### config.mk
export PLATFORM = sky130hd
export DESIGN_NAME = bce_horner
export DESIGN_NICKNAME = d
export VERILOG_FILES = /design/src/bce_pkg.sv /design/src/bce_horner.sv
export SDC_FILE = /design/constraint.sdc
export NUM_CORES = 2
export LEC_CHECK = 0
export BUFFER_PORTS_ARGS = -buffer_cell sky130_fd_sc_hd__buf_2
export CAP_MARGIN = 25
export CORE_UTILIZATION = 66
export CTS_CLUSTER_DIAMETER = 100
export DETAILED_ROUTE_END_ITERATION = 10
export GPL_ROUTABILITY_DRIVEN = 0
export PLACE_DENSITY = 0.84
export SLEW_MARGIN = 5
export SYNTH_ARGS = -nofsm -noshare
export SYNTH_HDL_FRONTEND = slang
export SYNTH_SLANG_ARGS = --single-unit
### constraint.sdc
create_clock -name clk -period 7.75 [get_ports clk]
set_clock_uncertainty 0.15 [all_clocks]
set_input_delay 0.3875 -clock clk [delete_from_list [all_inputs] [get_ports clk]]
set_output_delay 0.3875 -clock clk [all_outputs]
set_load 0.01 [all_outputs]
### src/bce_pkg.sv
package bce_pkg;

    localparam int MAX_POINTS_DEF = 64;
    localparam int FRAC_BITS_DEF  = 16;
    localparam int WORDS          = 10;

    localparam logic [3:0] W_T0 = 4'd0;
    localparam logic [3:0] W_DT = 4'd1;
    localparam logic [3:0] W_A0 = 4'd2;
    localparam logic [3:0] W_B0 = 4'd6;

    localparam logic CMD_LOAD = 1'b0;
    localparam logic CMD_EVAL = 1'b1;

    localparam logic signed [31:0] T_ONE = 32'sd65536;

    typedef struct packed {
        logic               cmd;
        logic [5:0]         entry_index;
        logic [3:0]         word_select;
        logic signed [31:0] word_value;
        logic signed [31:0] t_in;
    } in_item_t;

    typedef struct packed {
        logic signed [31:0] curve_value;
        logic [16:0]        curve_frac;
        logic               done_res;
    } out_item_t;

    // Command and handshake between sequencer and Horner unit.
    typedef struct packed {
        logic start;
        logic busy;
        logic done;
    } horner_ctl_t;

    function automatic logic signed [31:0] sat32(input logic signed [33:0] v);
        if (v > 34'sd2147483647)
            return 32'sh7FFFFFFF;
        else if (v < -34'sd2147483648)
            return 32'sh80000000;
        else
            return v[31:0];
    endfunction

endpackage

### src/bce_horner.sv
// Shared Horner unit, started only when idle: one multiplier, registered
// product, then shift, add, saturate. The caller fetches coefficients from memory.
module bce_horner
    import bce_pkg::*;
#(
    parameter int FRAC_BITS = FRAC_BITS_DEF
)
(
    input  logic                   clk,
    input  logic                   rst_n,
    input  logic                   start,
    input  logic [FRAC_BITS:0]     f,
    input  logic signed [31:0]     coef,
    output logic [1:0]             coef_sel,
    output horner_ctl_t            ctl,
    output logic signed [31:0]     result
);

    typedef enum logic [3:0] {
        H_IDLE = 4'b0001,
        H_LOAD = 4'b0010,
        H_MUL  = 4'b0100,
        H_ADD  = 4'b1000
    } h_state_t;

    h_state_t                  state_reg, state_next;
    logic [1:0]                idx_reg, idx_next;
    logic signed [31:0]        acc_reg, acc_next;
    logic signed [FRAC_BITS+33:0] prod_reg, prod_next;
    logic signed [FRAC_BITS+33:0] shifted;
    logic                      done_reg, done_next;

    assign shifted = prod_reg >>> FRAC_BITS;

    always_comb
    begin
        state_next = state_reg;
        idx_next   = idx_reg;
        acc_next   = acc_reg;
        prod_next  = prod_reg;
        done_next  = 1'b0;
        case (state_reg)
            H_IDLE:
            begin
                if (start)
                begin
                    idx_next   = 2'd3;
                    state_next = H_LOAD;
                end
            end
            H_LOAD:
            begin
                // Coefficient data arrives in the cycle after its address.
                acc_next   = coef;
                idx_next   = 2'd2;
                state_next = H_MUL;
            end
            H_MUL:
            begin
                prod_next  = acc_reg * $signed({1'b0, f});
                state_next = H_ADD;
            end
            H_ADD:
            begin
                acc_next = sat32(34'(shifted) + 34'(coef));
                if (idx_reg == 2'd0)
                begin
                    done_next  = 1'b1;
                    state_next = H_IDLE;
                end
                else
                begin
                    idx_next   = idx_reg - 2'd1;
                    state_next = H_MUL;
                end
            end
            default: state_next = H_IDLE;
        endcase
    end

    always_ff @(posedge clk or negedge rst_n)
    begin
        if (!rst_n)
        begin
            state_reg <= H_IDLE;
            done_reg  <= 1'b0;
            idx_reg   <= 2'd3;
        end
        else
        begin
            state_reg <= state_next;
            done_reg  <= done_next;
            idx_reg   <= idx_next;
        end
    end

    always_ff @(posedge clk)
    begin
        acc_reg  <= acc_next;
        prod_reg <= prod_next;
    end

    // Address for the next read: in IDLE/LOAD ask for c3, otherwise current index.
    assign coef_sel  = (state_reg == H_IDLE) ? 2'd3 : idx_reg;
    assign ctl.start = start;
    assign ctl.busy  = (state_reg != H_IDLE);
    assign ctl.done  = done_reg;
    assign result    = acc_reg;

endmodule
After elaboration in Yosys (flattened, before gate mapping) --
Cells that the tools add are included.
Storage, ports and cells: register bits after elaboration 89, input port bits 52, output and inout port bits 37, word-level logic and storage cells 33
Cells by class: add/sub/neg operators 2, multipliers 1, order comparisons 2, equality and inequality tests 7, mux-type cells 12, reductions and logical operators 4
Operators with widths (number):
- $mux W32 | 2
- $pmux W32 S2 | 1
- $mul A32 B18 Y50 | 1
- $add A34 B32 Y34 | 1
- $gt A34 B32 Y1 const B | 1
- $lt A34 B32 Y1 const B | 1
- $pmux W4 S4 | 1
- $mux W2 | 3
- $pmux W2 S3 | 1
- $eq A4 B1 Y1 const B | 1
- $eq A4 B2 Y1 const B | 1
- $eq A4 B3 Y1 const B | 1
- $eq A4 B4 Y1 const B | 1
- $mux W4 | 1
- $ne A2 B2 Y1 const B | 2
- $ne A4 B1 Y1 const B | 1
- $mux W3 | 1
- $reduce_and A3 Y1 | 1
- $reduce_bool A3 Y1 | 1
- $logic_not A2 Y1 | 1
- $mux W1 | 2
- $reduce_bool A2 Y1 | 1
- $sub A2 B1 Y2 const B | 1

Longest topological paths before layout --
depth in word-level cells 5, depth in mapped cells 24, depth with buffers taken out 23

Least setup slack after synthesis --
No wires, ideal clock.
path kind register to register, start point register acc_reg[7] (netlist: result[7]), end point register prod_reg[42], data pin, setup time 0.258 ns, data arrival time 6.117 ns, required time 7.342 ns, path slack 1.225 ns, stages on the path, launching flop included 23, buffers on the path 1, period minus slack after synthesis 6.525 ns, path through edfxtp_1 clkbuf_1 nand2_1 fa_1 inv_1 fa_1 inv_1 fa_1 inv_1 fa_1 fa_1 inv_1 fa_1 inv_1 ha_1 a21o_1 a2111oi_0 o21bai_1 and4bb_2 or3_1 a211o_1 a31oi_1 xnor2_1
Between the ends: cells in the longest elaborated chain, start to end 1
Ends and longest elaborated chain:
- start: declaration | line bce_horner.sv:28 | logic signed [31:0] acc_reg, acc_next;
- start signal: assignment | line bce_horner.sv:99 | acc_reg <= acc_next;
- $mul A32 B18 Y50 | line bce_horner.sv:60 | prod_next = acc_reg * $signed({1'b0, f});
- end signal: assignment | line bce_horner.sv:100 | prod_reg <= prod_next;
- end: declaration | line bce_horner.sv:29 | logic signed [FRAC_BITS+33:0] prod_reg, prod_next;
No other way between the ends. A chain may end at the register's enable or synchronous reset.

Worst setup path after layout --
start point register acc_reg[13] (netlist: result[13]), end point register prod_reg[46], data pin
Same word-level chain as after synthesis.

==> flow_metrics.py <==
metrics = {
    "status": {
        "status": "finished, violations left",
        "violations": "design-rule violations",
    },
    "sta": {
        "timing.hold.ws_ps": 134,
        "setup_ws_ps": 412,
        "setup_viol": 0,
        "slew-limit-headroom": 0.272,
        "fin_crit_ps": 7340,
        "period_share": 0.947,
        "rsz0062_at_grt": "false",
        "timing.setup.tns_ps": 0,
        "finalMaxSlewViolations": 0,
        "max_slew.worst_pin.slew_ps": 1090,
        "hold_viol_final": 0,
        "fmax_ghz": 0.136,
    },
    "yosys": {
        "synth_top_cells_by_count": "638 x inv_1, 520 x fa_1, 319 x and2_1",
        "synthSimpleGateAreaFrac": 0.169,
        "syn_area_um2": 23800,
        "synth.distinct_cells": 78,
        "synth_edf_count": 66,
        "synth_compound_area_frac": 0.0787,
        "synth_nets": 3327,
        "yosysWarningCount": 0,
        "synth_cells": 2606,
        "synth.top_cell.area_share": 0.438,
        "async_reset_ff_frac": 0.0959,
        "synthAdderAreaFrac": 0.516,
        "yosysMostFrequentCell": "inv_1",
        "synth_xor_area_frac": 0.0247,
        "ys_ff_latch": 73,
        "yosys.area.top_type": "fa_1",
        "avgSynthCellArea_um2": 9.13,
        "synth.area.top_cells": "fa_1 44%, inv_1 10%, and2_1 8.4%",
        "synth_ff_type": "edfxtp_1",
        "synth_mux_area_frac": 0.00126,
        "synth_top_family_by_area": "adder cells",
        "seq_area_frac_synth": 0.0909,
    },
    "placed_design": {
        "place_hpwl_um": 49000,
        "place_worst_setup_slack_ps": 294,
        "dp.cells": 3069,
        "io_buffers": 88,
    },
    "floorplan": {
        "die_area_um2": 36800,
        "die_h_um": 192,
        "start_util": 0.670,
        "die_w_um": 192,
        "io_pins": 89,
        "core_um2": 35500,
        "rows": 69,
    },
    "cells_and_area": {
        "drive_gt1_frac": 0.0632,
        "nFillCells": 2587,
        "fin_nets": 3341,
        "fin_cells": 3087,
        "multi_input_area_um2": 18800,
        "largest_register_ffs": 34,
        "area_delta_synth_final_pct": 4.61,
        "ff_latch_area_um2": 2160,
    },
    "run": {
        "maxCapViolCount": 0,
    },
    "detailed_routing": {
        "via_count": 18200,
        "via_per_inst": 5.91,
        "drc": 2,
        "drtIter0Drc": 1459,
        "avgRoutedWirePerCell_um": 19.6,
        "wl_um": 60500,
        "antenna_left": 0,
        "first_pass_iters": 9,
    },
    "critical_path": {
        "crit_start": "result[13]",
        "cp-end-kind": "flip-flop",
        "path_max_fanout": 18,
        "worst_setup_path_start_kind": "flip-flop",
        "cp_data_required_time_ps": 7700,
        "rrSetupSlack_ps": 410,
        "worstReg2RegEnd": "prod_reg[46]",
        "timing.rr.start": "result[13]",
        "arrival_ps": 7280,
        "crit_type": "flip-flop to flip-flop",
        "r2r.worst_path.cells": 21,
    },
    "clock_network": {
        "clockBufferDepth": 2,
        "cts.reportedPaths.clkPinSlew_ps": 60,
        "clkSinkCount": 73,
        "cts_made_buffers": 9,
        "cts_setup_buffers": 0,
        "root_buffer": "clkbuf_16",
        "cts_tree": "built",
        "clkLatencyLatePin_ps": 350,
        "h-tree-depth": 3,
    },
    "global_route": {
        "grt_pass1_wl_um": 100000,
        "grt_max_degree": 35,
        "grtUsageTotal": 0.356,
        "overflow": 0,
        "antenna_found_initial": 2,
        "grt_pass1_vias": 20100,
    },
    "min_path": {
        "hold-path-endpoint": "state_reg[1]",
        "holdCritPathClass": "input port to flip-flop",
        "hp-start": "start",
        "whs_path_depth": 3,
    },
}
-- placed cells by master (no fill, tap or decap), drive strengths merged, types with 6 or more instances in the layout --
| master | instances |
|---|---|
| o31ai | 6 |
| nor3 | 22 |
| nand4 | 9 |
| nand2 | 279 |
| fa | 520 |
| a21o | 27 |
| and2 | 319 |
| xnor2 | 44 |
| nor2b | 9 |
| buf | 112 |
| clkbuf | 9 |
| a21oi | 66 |
| nand3 | 11 |
| edfxtp | 66 |
| and3 | 10 |
| o21ai | 52 |
| nand2b | 8 |
| nor2 | 84 |
| ha | 149 |
| or3 | 6 |
| nor4b | 6 |
| a31oi | 22 |
| xor2 | 23 |
| o31a | 7 |
| o311ai | 9 |
| inv | 640 |
| a211oi | 13 |
| o21a | 12 |
-- final cells by class --
cell class | instances | share of cell area
Clock inverter | 7 | 0.00312
Sequential cell | 73 | 0.0869
Timing Repair Buffer | 113 | 0.0253
Clock buffer | 9 | 0.00905
Multi-Input combinational cell | 1785 | 0.756
Tap cell | 461 | 0.0232
Antenna cell | 1 | 0.000101
Inverter | 638 | 0.0963
-- worst max-delay path: stages (launching register included) --
cell	delay, ps
edfxtp_1	720
and2_1	330
fa_1	530
inv_1	50
fa_1	520
inv_1	50
fa_1	480
fa_1	540
fa_1	510
inv_1	60
fa_1	480
inv_1	40
ha_1	340
and3_1	270
a2111oi_0	80
o21bai_1	390
o31a_1	410
a311o_1	380
a21oi_1	150
o31a_1	300
o21bai_1	160
xor2_1	100
-- per-stage QoR --
step	cell area (um2)	util
after floorplan	23800	-
after global placement	24600	0.692
after detailed placement	24600	0.692
after CTS	24900	0.701
after global routing	24900	0.701
final	24900	0.701
-- metal layers --
metal  track usage  part of all wire  vias to the layer above
met3        0.0568             0.086                      217
met5             0                 0                        -
met4         0.141             0.041                        0
li1              -                 -                     7868
met1         0.438              0.37                     9248
met2         0.625              0.51                      897
-- worst max path at each step --
stage          slack, ps           end
2_1_floorplan       1220  prod_reg[42]
3_3_place_gp         480  prod_reg[42]
3_5_place_dp         290  prod_reg[42]
4_1_cts              290  prod_reg[42]
5_1_grt               80  prod_reg[42]
6_report             410  prod_reg[46]
-- timing repair --
item / 4_1_cts / 5_1_grt
endpoints found under the hold margin: 7 / 0
resized for setup: 0 / 1
hold buffers: 1 / 0
setup endpoints to repair: 0 / 1
-- cells by family (layout without fill, tap and decap cells) --
family / count (synthesis) / after routing
compound gates: 267 / 267
xor+xnor: 67 / 67
fa+ha+maj: 669 / 669
buf+inv: 748 / 767
flops: 73 / 73
mux: 3 / 3
other cells: 0 / 1
simple gates: 779 / 779
Power is not shown: default switching activity piles up to over one toggle a cycle in this logic, so the estimate is an artifact.
